File: src/sv/hsv_to_rgb_converter_defines.svh
// Assertion macros for the HSV to RGB converter.
// Depends on nothing; the asserting modules must have aclk and aresetn in scope.
`ifndef HSV_TO_RGB_CONVERTER_DEFINES_SVH
`define HSV_TO_RGB_CONVERTER_DEFINES_SVH

`ifndef SYNTHESIS
// Checked only while out of reset.
`define HSV_TO_RGB_ASSERT(label, prop) \
    label: assert property (@(posedge aclk) disable iff (!aresetn) prop) \
        else $error("hsv_to_rgb_converter: assertion failed");
// Checked at every edge, reset included.
`define HSV_TO_RGB_ASSERT_RST(label, prop) \
    label: assert property (@(posedge aclk) prop) \
        else $error("hsv_to_rgb_converter: assertion failed");
`else
`define HSV_TO_RGB_ASSERT(label, prop)
`define HSV_TO_RGB_ASSERT_RST(label, prop)
`endif

`endif

File: src/sv/hsvrgb_pkg.sv
// Shared types and constants of the HSV to RGB converter.
// Depends on nothing.
package hsvrgb_pkg;

    // Pipeline depth from the input register to the output register.
    localparam int NUM_STAGES = 6;

    localparam int unsigned HSV_HUE_FULL    = 360;
    localparam int unsigned HSV_SECTOR      = 60;
    localparam int unsigned HSV_PERCENT     = 100;

    // Reciprocal multipliers for exact floor division over the value ranges used.
    localparam int unsigned DIV360_SHIFT = 24;
    localparam int unsigned DIV360_MUL   = (1 << DIV360_SHIFT) / 360 + 1;
    localparam int unsigned DIV100_SHIFT = 22;
    localparam int unsigned DIV100_MUL   = (1 << DIV100_SHIFT) / 100 + 1;
    localparam int unsigned DIV60_SHIFT  = 20;
    localparam int unsigned DIV60_MUL    = (1 << DIV60_SHIFT) / 60 + 1;

    // Sixty-degree hue sectors.
    typedef enum logic [2:0] {
        SECT_RED_YELLOW    = 3'd0,
        SECT_YELLOW_GREEN  = 3'd1,
        SECT_GREEN_CYAN    = 3'd2,
        SECT_CYAN_BLUE     = 3'd3,
        SECT_BLUE_MAGENTA  = 3'd4,
        SECT_MAGENTA_RED   = 3'd5
    } hsvrgb_sector_t;

    typedef struct packed {
        logic [15:0] hue;
        logic [6:0]  saturation;
        logic [6:0]  brightness_value;
    } hsvrgb_in_t;

    typedef struct packed {
        logic [7:0] red;
        logic [7:0] green;
        logic [7:0] blue;
    } hsvrgb_out_t;

    // Per-stage load enables and valid bits from the pipeline control.
    typedef struct packed {
        logic [NUM_STAGES-1:0] load;
        logic [NUM_STAGES-1:0] vld;
    } hsvrgb_ctrl_t;

endpackage

File: src/sv/hsvrgb_pipe_ctrl.sv
// Valid bits and stage load enables of the converter pipeline.
// Depends on hsvrgb_pkg and hsv_to_rgb_converter_defines.svh.
`include "hsv_to_rgb_converter_defines.svh"

module hsvrgb_pipe_ctrl (
    input  logic                      aclk,
    input  logic                      aresetn,
    input  logic                      s_valid,
    output logic                      s_ready,
    output logic                      m_valid,
    input  logic                      m_ready,
    output hsvrgb_pkg::hsvrgb_ctrl_t  ctrl
);
    import hsvrgb_pkg::*;

    logic [NUM_STAGES-1:0] vld_reg;
    logic [NUM_STAGES-1:0] vld_next;
    logic [NUM_STAGES-1:0] load;

    // A stage loads when it is empty or its request moves on this cycle.
    always_comb begin
        load[NUM_STAGES-1] = !vld_reg[NUM_STAGES-1] || m_ready;
        for (int k = NUM_STAGES - 2; k >= 0; k--) begin
            load[k] = !vld_reg[k] || load[k+1];
        end
    end

    // Valid bits move forward with the data of each loading stage.
    always_comb begin
        vld_next = vld_reg;
        if (load[0]) begin
            vld_next[0] = s_valid;
        end
        for (int k = 1; k < NUM_STAGES; k++) begin
            if (load[k]) begin
                vld_next[k] = vld_reg[k-1];
            end
        end
    end

    always_ff @(posedge aclk) begin
        if (!aresetn) begin
            vld_reg <= '0;
        end else begin
            vld_reg <= vld_next;
        end
    end

    assign s_ready   = load[0];
    assign m_valid   = vld_reg[NUM_STAGES-1];
    assign ctrl.load = load;
    assign ctrl.vld  = vld_reg;

    // An accepted request always lands in the first stage.
    `HSV_TO_RGB_ASSERT(a_accept_enters, s_valid && s_ready |=> vld_reg[0])
    // A request held back by the stage after it is never dropped.
    `HSV_TO_RGB_ASSERT(a_mid_hold, vld_reg[2] && !load[3] |=> vld_reg[2])
    // A delivered result with nothing behind it is not shown again.
    `HSV_TO_RGB_ASSERT(a_no_repeat,
        m_valid && m_ready && !vld_reg[NUM_STAGES-2] |=> !m_valid)
    // Reset empties the whole pipeline.
    `HSV_TO_RGB_ASSERT_RST(a_reset_clears, !aresetn |=> vld_reg == '0)

endmodule

File: src/sv/hsvrgb_datapath.sv
// Six-stage arithmetic of the converter: hue split, channel max/min, ramp, mux.
// Depends on hsvrgb_pkg and hsv_to_rgb_converter_defines.svh.
`include "hsv_to_rgb_converter_defines.svh"

module hsvrgb_datapath (
    input  logic                      aclk,
    input  logic                      aresetn,
    input  hsvrgb_pkg::hsvrgb_ctrl_t  ctrl,
    input  hsvrgb_pkg::hsvrgb_in_t    s_data,
    output hsvrgb_pkg::hsvrgb_out_t   m_data
);
    import hsvrgb_pkg::*;

    // Stage 0 registers.
    logic [15:0]    hue0_reg;
    logic [7:0]     quot0_reg;
    logic [6:0]     sat0_reg;
    logic [7:0]     top0_reg;
    // Stage 1 registers.
    logic [8:0]     hmod1_reg;
    logic [14:0]    lprod1_reg;
    logic [7:0]     top1_reg;
    // Stage 2 registers.
    logic [7:0]     low2_reg;
    logic [7:0]     top2_reg;
    hsvrgb_sector_t sect2_reg;
    logic [5:0]     rem2_reg;
    // Stage 3 registers.
    logic [13:0]    aprod3_reg;
    logic [7:0]     low3_reg;
    logic [7:0]     top3_reg;
    hsvrgb_sector_t sect3_reg;
    // Stage 4 registers.
    logic [7:0]     adj4_reg;
    logic [7:0]     low4_reg;
    logic [7:0]     top4_reg;
    hsvrgb_sector_t sect4_reg;
    // Stage 5: output register.
    hsvrgb_out_t    out_reg;
    hsvrgb_out_t    out_next;

    // Stage 0: clamp percentages, scale value to 0..255, estimate hue / 360.
    logic [6:0]  sat_c;
    logic [6:0]  val_c;
    logic [14:0] val_scaled;
    logic [30:0] top_mul;
    logic [31:0] hue_mul;

    always_comb begin
        sat_c = (s_data.saturation > 7'(HSV_PERCENT)) ? 7'(HSV_PERCENT) : s_data.saturation;
        val_c = (s_data.brightness_value > 7'(HSV_PERCENT))
              ? 7'(HSV_PERCENT) : s_data.brightness_value;
        val_scaled = 15'({val_c, 8'b0}) - 15'(val_c);
        top_mul    = 31'(val_scaled) * 31'(DIV100_MUL);
        hue_mul    = 32'(s_data.hue) * 32'(DIV360_MUL);
    end

    always_ff @(posedge aclk) begin
        if (ctrl.load[0]) begin
            hue0_reg  <= s_data.hue;
            quot0_reg <= hue_mul[DIV360_SHIFT +: 8];
            sat0_reg  <= sat_c;
            top0_reg  <= top_mul[DIV100_SHIFT +: 8];
        end
    end

    // Stage 1: hue modulo 360, and max times (100 - saturation).
    logic [15:0] hue_base;
    logic [6:0]  inv_sat;

    always_comb begin
        hue_base = 16'(quot0_reg) * 16'(HSV_HUE_FULL);
        inv_sat  = 7'(HSV_PERCENT) - sat0_reg;
    end

    always_ff @(posedge aclk) begin
        if (ctrl.load[1]) begin
            hmod1_reg  <= 9'(hue0_reg - hue_base);
            lprod1_reg <= 15'(top0_reg) * 15'(inv_sat);
            top1_reg   <= top0_reg;
        end
    end

    // Stage 2: channel minimum, and the hue sector with its remainder.
    logic [30:0]    low_mul;
    hsvrgb_sector_t sect_next;
    logic [8:0]     sect_base;

    always_comb begin
        low_mul = 31'(lprod1_reg) * 31'(DIV100_MUL);
        priority if (hmod1_reg >= 9'(5 * HSV_SECTOR)) begin
            sect_next = SECT_MAGENTA_RED;
            sect_base = 9'(5 * HSV_SECTOR);
        end else if (hmod1_reg >= 9'(4 * HSV_SECTOR)) begin
            sect_next = SECT_BLUE_MAGENTA;
            sect_base = 9'(4 * HSV_SECTOR);
        end else if (hmod1_reg >= 9'(3 * HSV_SECTOR)) begin
            sect_next = SECT_CYAN_BLUE;
            sect_base = 9'(3 * HSV_SECTOR);
        end else if (hmod1_reg >= 9'(2 * HSV_SECTOR)) begin
            sect_next = SECT_GREEN_CYAN;
            sect_base = 9'(2 * HSV_SECTOR);
        end else if (hmod1_reg >= 9'(HSV_SECTOR)) begin
            sect_next = SECT_YELLOW_GREEN;
            sect_base = 9'(HSV_SECTOR);
        end else begin
            sect_next = SECT_RED_YELLOW;
            sect_base = '0;
        end
    end

    always_ff @(posedge aclk) begin
        if (ctrl.load[2]) begin
            low2_reg  <= low_mul[DIV100_SHIFT +: 8];
            top2_reg  <= top1_reg;
            sect2_reg <= sect_next;
            rem2_reg  <= 6'(hmod1_reg - sect_base);
        end
    end

    // Stage 3: channel span times the remainder within the sector.
    logic [7:0] span;

    assign span = top2_reg - low2_reg;

    always_ff @(posedge aclk) begin
        if (ctrl.load[3]) begin
            aprod3_reg <= 14'(span) * 14'(rem2_reg);
            low3_reg   <= low2_reg;
            top3_reg   <= top2_reg;
            sect3_reg  <= sect2_reg;
        end
    end

    // Stage 4: ramp amount, the product divided by sixty.
    logic [28:0] adj_mul;

    assign adj_mul = 29'(aprod3_reg) * 29'(DIV60_MUL);

    always_ff @(posedge aclk) begin
        if (ctrl.load[4]) begin
            adj4_reg  <= adj_mul[DIV60_SHIFT +: 8];
            low4_reg  <= low3_reg;
            top4_reg  <= top3_reg;
            sect4_reg <= sect3_reg;
        end
    end

    // Stage 5: the sector picks max, min, rising or falling ramp per channel.
    logic [7:0] rise;
    logic [7:0] fall;

    always_comb begin
        rise = low4_reg + adj4_reg;
        fall = top4_reg - adj4_reg;
        unique case (sect4_reg)
            SECT_RED_YELLOW: begin
                out_next = '{red: top4_reg, green: rise, blue: low4_reg};
            end
            SECT_YELLOW_GREEN: begin
                out_next = '{red: fall, green: top4_reg, blue: low4_reg};
            end
            SECT_GREEN_CYAN: begin
                out_next = '{red: low4_reg, green: top4_reg, blue: rise};
            end
            SECT_CYAN_BLUE: begin
                out_next = '{red: low4_reg, green: fall, blue: top4_reg};
            end
            SECT_BLUE_MAGENTA: begin
                out_next = '{red: rise, green: low4_reg, blue: top4_reg};
            end
            default: begin
                out_next = '{red: top4_reg, green: low4_reg, blue: fall};
            end
        endcase
    end

    always_ff @(posedge aclk) begin
        if (ctrl.load[5]) begin
            out_reg <= out_next;
        end
    end

    assign m_data = out_reg;

    // The reduced hue is always below a full turn.
    `HSV_TO_RGB_ASSERT(a_hue_reduced, ctrl.vld[1] |-> hmod1_reg < 9'(HSV_HUE_FULL))
    // Remainder stays inside the sector and the minimum never exceeds the maximum.
    `HSV_TO_RGB_ASSERT(a_sector_bounds,
        ctrl.vld[2] |-> rem2_reg < 6'(HSV_SECTOR) && low2_reg <= top2_reg)
    // The ramp never exceeds the channel span.
    `HSV_TO_RGB_ASSERT(a_ramp_bound,
        ctrl.vld[4] |-> adj4_reg <= top4_reg - low4_reg)
    // A result waiting at the output is held while the stage does not load.
    `HSV_TO_RGB_ASSERT(a_out_hold, ctrl.vld[5] && !ctrl.load[5] |=> $stable(out_reg))

endmodule

File: src/sv/hsv_to_rgb_converter.sv
// Top level of the HSV to RGB converter.
// Depends on hsvrgb_pkg, hsvrgb_pipe_ctrl and hsvrgb_datapath.
//
// Usage:
// A request on the s_ channel carries hue in degrees (reduced modulo 360),
// saturation and value in percent (above 100 taken as 100). Each request
// gives exactly one result on the m_ channel: 8-bit red, green and blue.
// Both channels use valid/ready; a request moves when valid and ready are
// both high at a rising edge of aclk.
// A request accepted at a rising edge of aclk enters the first stage register
// and moves forward through the stage registers, the output register being the last of
// six pipeline stages set by the chain of reciprocal multiplies.
// Throughput is one request per cycle while m_ready stays high.
// When the receiver stalls, the result is held at the output and requests
// behind it close up into empty stages; s_ready falls only once every stage
// is full. aresetn (synchronous, active low) empties the pipeline.
module hsv_to_rgb_converter (
    input  logic                     aclk,
    input  logic                     aresetn,
    input  logic                     s_valid,
    output logic                     s_ready,
    input  hsvrgb_pkg::hsvrgb_in_t   s_data,
    output logic                     m_valid,
    input  logic                     m_ready,
    output hsvrgb_pkg::hsvrgb_out_t  m_data
);
    import hsvrgb_pkg::*;

    hsvrgb_ctrl_t ctrl;

    // Stage valid bits and load enables.
    hsvrgb_pipe_ctrl u_ctrl (
        .aclk    (aclk),
        .aresetn (aresetn),
        .s_valid (s_valid),
        .s_ready (s_ready),
        .m_valid (m_valid),
        .m_ready (m_ready),
        .ctrl    (ctrl)
    );

    // Arithmetic stages and output register.
    hsvrgb_datapath u_datapath (
        .aclk    (aclk),
        .aresetn (aresetn),
        .ctrl    (ctrl),
        .s_data  (s_data),
        .m_data  (m_data)
    );

endmodule

File: config.mk
export PLATFORM = sky130hd
export DESIGN_NAME = hsv_to_rgb_converter
export DESIGN_NICKNAME = d
export VERILOG_FILES = /design/src/sv/hsvrgb_pkg.sv /design/src/sv/hsvrgb_pipe_ctrl.sv /design/src/sv/hsvrgb_datapath.sv /design/src/sv/hsv_to_rgb_converter.sv
export VERILOG_INCLUDE_DIRS = /design/src /design/src/sv
export SDC_FILE = /design/constraint.sdc
export NUM_CORES = 1
export LEC_CHECK = 0
export ABC_AREA = 1
export BUFFER_PORTS_ARGS = -buffer_cell sky130_fd_sc_hd__buf_2
export CORE_MARGIN = 3
export CORE_UTILIZATION = 32
export CTS_BUF_LIST = sky130_fd_sc_hd__clkbuf_8
export CTS_CLUSTER_DIAMETER = 40
export DETAILED_ROUTE_END_ITERATION = 8
export SYNTH_ARGS = -nofsm -noshare
export SYNTH_HDL_FRONTEND = slang
export SYNTH_SLANG_ARGS = --single-unit
File: constraint.sdc
create_clock -name aclk -period 7.6 [get_ports aclk]
set_input_delay 1.52 -clock aclk [delete_from_list [all_inputs] [get_ports aclk]]
set_output_delay 1.52 -clock aclk [all_outputs]
set_load 0.02 [all_outputs]
==> reports/metrics.yaml, run 1 <==
status: "completed"
grt_max_degree: 34
initial_utilization: 0.324
grt-ovfl-total: 0
synth_area_leaders: "ha_1, fa_1, edfxtp_1, inv_1, nand2_1"
gp_congestion: 0.894
die_area_um2: 82000
insertion_delay_ns: 0.54
clock_path_buffers: 2
port_buffers: 59
synth_area_um2: 25200
drcViolationCount: 0
fmax_mhz: 144
core_area_um2: 77700
reg2reg_from: "u_datapath.sat0_reg[0]$_SDFFCE_PN0P_"
cp.required_ns: 7.91
synthCells: 2826
detail-route-antenna-nets: 0
antenna_cells: 0
viasPerCell: 4.54
grt_pass1_vias: 18900
drive_above_1_share: 0.0511
hold_path_class: "reg2reg"
ys_seq_area_frac: 0.209
cpMaxStageDelayCell: "xor2_1"
dp_hpwl_um: 46500
antenna_found_initial: 0
cts_buffers: 17
setup_tns_ns: 0
fin_ws_ns: 0.656
grt_usage: 0.136
nNetsFinal: 3680
fin_skew_ns: 0.0239
synth_fp_nets: 3602
fill_cells: 7984
vias: 18000
wl_per_cell_um: 13.5
synth_top_area_cell: "ha_1"
areaGrowthSynthToFinish_pct: 8.25
ys_top_cells_by_count: "inv_1, ha_1, nand2_1, fa_1, edfxtp_1"
synth_edf_count: 171
drt_iter0_markers: 691
fp.dieW_um: 286
fp.dieH_um: 286
num_rows: 102
path_common_cell: "inv_1"
multi_input_area_um2: 17200
grt_pass1_wl_um: 91200
post-synth-top-count-cell: "inv_1"
num_io_pins: 60
cts_tree: "done"
setup_viol: 0
cts-root-buf: "clkbuf_8"
ys_ff_latch: 177
dr.pass1.iters: 5
async_flop_share: 0
maxSlewHeadroom: 0.377
hold_path_end: "u_datapath.top4_reg[5]$_DFFE_PP_"
cts_resized: 0
worstSetupEndpointType: "flop"
ys_types: 52
totalWireLength_um: 53200
fin_util: 0.350
timing.final.crit_share: 0.914
yosysWarnings: 0
post-route-min-period_ns: 6.94
crit_arrival_ns: 7.25
drv_slew: 0
critPathLaunchType: "input port"
synth_top_area_frac: 0.237
hold_start: "u_datapath.top3_reg[5]$_DFFE_PP_"
ys.flop_type: "edfxtp_1"
reg2reg_depth: 21
max_cap_violations: 0
largest_reg_flops: 24
finalHoldViolCount: 0
dp_slack_ns: 0.101
reg2reg_setup_slack_ns: 2.13
path_max_fanout: 9
cts.clk_slew.worst_paths_ns: 0.12
clkSinkCount: 177
cts_hold_buf: 0
seqCellArea_um2: 5260
path_class: "in2reg"
rsz0062_at_grt: "no"
post_cts_buffers: 0
worst_pin_slew_ns: 0.934
worstReg2RegEnd: "u_datapath.lprod1_reg[11]$_DFFE_PP_"
avgSynthCellArea_um2: 8.90
holdPathStages: 0
htree_num_levels: 4
slowest_delay_ns: 0.65
[layout by cell type, fill, tap and decap left out, types with 4 or more instances in the layout]
cell	Yosys	routed
nand4_1	29	29
ha_1	476	476
edfxtp_1	171	171
nand3_1	102	102
nor2_1	167	167
inv_2	8	8
a22oi_1	8	8
nor4_1	6	6
or2_2	13	13
nand2_4	5	5
clkbuf_8	0	17
a21boi_0	4	4
a21oi_1	123	123
xor2_1	59	59
dfxtp_1	6	6
buf_4	1	6
o2111ai_1	8	8
a211oi_1	9	9
clkinv_8	0	6
a31oi_1	11	11
buf_2	1	59
nor2_4	6	6
a21o_1	25	25
inv_1	712	712
xnor2_1	23	23
fa_1	266	266
inv_12	0	6
nand2_2	6	6
nand2_1	449	449
o21bai_1	5	5
o21ai_0	63	63
nor3_1	22	22
[metal layers]
| metal | track usage | part of all wire |
|---|---|---|
| met5 | 0 | 0 |
| met4 | 0.0430 | 0.023 |
| met3 | 0.0151 | 0.032 |
| met2 | 0.232 | 0.47 |
| met1 | 0.182 | 0.47 |
[critical path: cells and delay by family]
kind                       cells  cell delay (ns)
xor gates and xnor gates       1             0.65
and+or+nand+nor               11             1.18
AOI/OAI and AO/OA              3             0.49
buffers and inverters          8             0.59
adders and majority gates      7             2.80
[how the worst max path moves through the flow]
stage | start | end | slack [ns]
after global placement | s_data[4] | u_datapath.top0_reg[7]$_DFFE_PP_ | 0.19
after CTS | s_data[3] | u_datapath.top0_reg[7]$_DFFE_PP_ | 0.71
after detailed placement | s_data[4] | u_datapath.top0_reg[7]$_DFFE_PP_ | 0.10
final | s_data[3] | u_datapath.top0_reg[7]$_DFFE_PP_ | 0.66
after floorplan | s_data[2] | u_datapath.top0_reg[4]$_DFFE_PP_ | 0.59
after global routing | s_data[2] | u_datapath.top0_reg[7]$_DFFE_PP_ | 0.18
[cell type report]
class	instances	share of cell area
multi-input cells	1922	0.630
flip-flops and latches	177	0.193
inverters	721	0.0994
well taps	1040	0.0478
repair buffers	65	0.0125
clock buffers	17	0.00859
clock inverters	15	0.00841
[per-stage QoR]
step	instances	hold WS, ns	instance area [um2]
2_1_floorplan	2826	0.400	25200
3_3_place_gp	3925	0.402	26800
3_5_place_dp	3925	0.405	26800
4_1_cts	3957	0.420	27200
5_1_grt	3957	0.435	27200
6_report	3957	0.420	27200
[cells by family (layout without fill, tap and decap cells)]
kind of cell / after synthesis / in the layout / share of synthesized area
and+or+nand+nor: 820 / 820 / 0.140
adders and majority gates: 742 / 742 / 0.448
buffers and inverters: 727 / 818 / 0.109
AOI/OAI and AO/OA: 278 / 278 / 0.0652
DFF: 177 / 177 / 0.209
xor gates and xnor gates: 82 / 82 / 0.0285
Power of run 1 is not shown: default switching activity piles up to over one toggle a cycle in this logic, so the estimate is an artifact.
==> inputs of run 2 (changes only) <==
Settings changed: SYNTH_HIERARCHICAL set to 1.
==> reports/metrics.yaml, run 2 <==
crit_arrival_ns: 6.93  # -0.32 ns
gp_congestion: 0.882  # -1.3%
nNetsFinal: 3844  # +4.5%
insertion_delay_ns: 0.53  # about the same
hold_path_class: "reg2reg"
grt_max_degree: 34  # unchanged
viasPerCell: 4.57  # +0.82%
critPathLaunchType: "input port"
maxSlewHeadroom: 0.318  # -0.0587
setup_tns_ns: 0  # unchanged
detail-route-antenna-nets: 0  # unchanged
setup_viol: 0  # unchanged
rsz0062_at_grt: "no"
final_common_cell: "inv_1"
reg2reg_setup_slack_ns: 2.18  # +0.05 ns
antenna_cells: 0  # unchanged
synthCells: 2994  # +5.9%
grt_pass1_wl_um: 94300  # +3.4%
cts_buffers: 17  # unchanged
clkSinkCount: 177  # unchanged
fp.dieW_um: 289  # +0.95%
layout_common_cells: "inv_1, nand2_1, ha_1"
wl_per_cell_um: 13.4  # -0.66%
dr.pass1.iters: 6  # +1
drv_slew: 0  # unchanged
fin_util: 0.349  # -0.00142
path_common_cell: "inv_1"
cts_tree: "done"
drcViolationCount: 0  # unchanged
cp-endpoint: "u_datapath/top0_reg[7]$_DFFE_PP_"
worstReg2RegEnd: "u_datapath/lprod1_reg[13]$_DFFE_PP_"
cts_hold_buf: 0  # unchanged
path_max_fanout: 6  # -3
grt_usage: 0.138  # +0.00207
htree_num_levels: 4  # unchanged
antenna_found_initial: 0  # unchanged
finalHoldViolCount: 0  # unchanged
finish.cell_count_without_fillers: 4132  # +4.4%
post_cts_buffers: 0  # unchanged
fin_skew_ns: 0.0150  # -0.00888 ns
grt-ovfl-total: 0  # unchanged
fmax_mhz: 150  # +4.5%
worstSetupEndpointType: "flop"
path_class: "in2reg"
crit_start: "s_data[4]"
worst_pin_slew_ns: 1.02  # +0.0866 ns
totalWireLength_um: 55200  # +3.7%
drt_iter0_markers: 862  # +25%
cp.required_ns: 7.88  # -0.03 ns
fill_cells: 8216  # +2.9%
yosysWarnings: 6  # +6
areaGrowthSynthToFinish_pct: 7.84
die_area_um2: 83600  # +1.9%
num_rows: 103  # +0.98%
grt_pass1_vias: 19200  # +1.5%
status: "completed"
cts-root-buf: "clkbuf_8"
largest_reg_flops: 24  # unchanged
post-route-min-period_ns: 6.65  # -0.296 ns
avgSynthCellArea_um2: 8.57  # -3.8%
slowest_delay_ns: 0.54  # -0.11 ns
num_io_pins: 60  # unchanged
fp.dieH_um: 289  # +0.95%
synth_area_um2: 25700  # +2.0%
port_buffers: 59  # unchanged
synth_fp_nets: 3769  # +4.6%
vias: 18900  # +5.3%
clock_path_buffers: 2  # unchanged
place_inst: 4100  # +4.5%
reg2reg_from: "u_datapath/sat0_reg[0]$_SDFFCE_PN0P_"
reg2reg_depth: 23  # +9.5%
cts.clk_slew.worst_paths_ns: 0.11  # about the same
drive_above_1_share: 0.0477  # -0.00338
cpMaxStageDelayCell: "fa_1"
core_area_um2: 79300  # +2.0%
hold_ws_ns: 0.423  # +0.00361 ns
max_cap_violations: 0  # unchanged
initial_utilization: 0.324  # about the same
cts_resized: 0  # unchanged
timing.final.crit_share: 0.875  # -0.0390
dp_hpwl_um: 48100  # +3.4%
run 2: critical path: cells and delay by family:
kind / cells / cell delay [ns]
fa+ha+maj: 7 / 2.81
buf+inv: 10 / 0.85
compound gates: 1 / 0.10
simple gates: 13 / 1.65
run 2: worst min path at each step:
stage                                 startpoint                           endpoint  slack [ns]  depth (start not counted)
2_1_floorplan   u_datapath/hue0_reg[0]$_DFFE_PP_  u_datapath/hmod1_reg[0]$_DFFE_PP_        0.40                          0
3_3_place_gp   u_datapath/sect3_reg[1]$_DFFE_PP_  u_datapath/sect4_reg[1]$_DFFE_PP_        0.40                          0
3_5_place_dp    u_datapath/low3_reg[2]$_DFFE_PP_   u_datapath/low4_reg[2]$_DFFE_PP_        0.40                          0
4_1_cts         u_datapath/top3_reg[0]$_DFFE_PP_   u_datapath/top4_reg[0]$_DFFE_PP_        0.42                          0
5_1_grt         u_datapath/top3_reg[0]$_DFFE_PP_   u_datapath/top4_reg[0]$_DFFE_PP_        0.42                          0
6_report        u_datapath/top3_reg[0]$_DFFE_PP_   u_datapath/top4_reg[0]$_DFFE_PP_        0.42                          0
run 2: per-stage QoR:
| step | cell area, um2 | setup WS (ns) |
|---|---|---|
| floorplan | 25700 | 0.896 |
| global placement | 27300 | 0.439 |
| detailed placement | 27300 | 0.393 |
| CTS | 27700 | 1.01 |
| global route | 27700 | 0.554 |
| finish | 27700 | 0.952 |
run 2: cell type report:
cell class | count | area (um2) | share of cell area
Timing Repair Buffer | 63 | 325 | 0.0118
Tap cell | 1050 | 1310 | 0.0475
Clock buffer | 17 | 234 | 0.00846
Clock inverter | 15 | 173 | 0.00624
Sequential cell | 177 | 5260 | 0.190
Multi-Input combinational cell | 2060 | 17600 | 0.634
Inverter | 750 | 2820 | 0.102
run 2: per-layer routing:
metal / global-route usage / vias to the layer above / wire [um] / share of wire
met4: 0.0353 / 0 / 1080 / 0.020
met1: 0.185 / 8844 / 26100 / 0.47
met3: 0.0182 / 72 / 1650 / 0.030
li1: - / 9664 / - / -
met5: 0 / - / 0 / 0
met2: 0.237 / 323 / 26400 / 0.48
Power of run 2 is left out for the same reason.
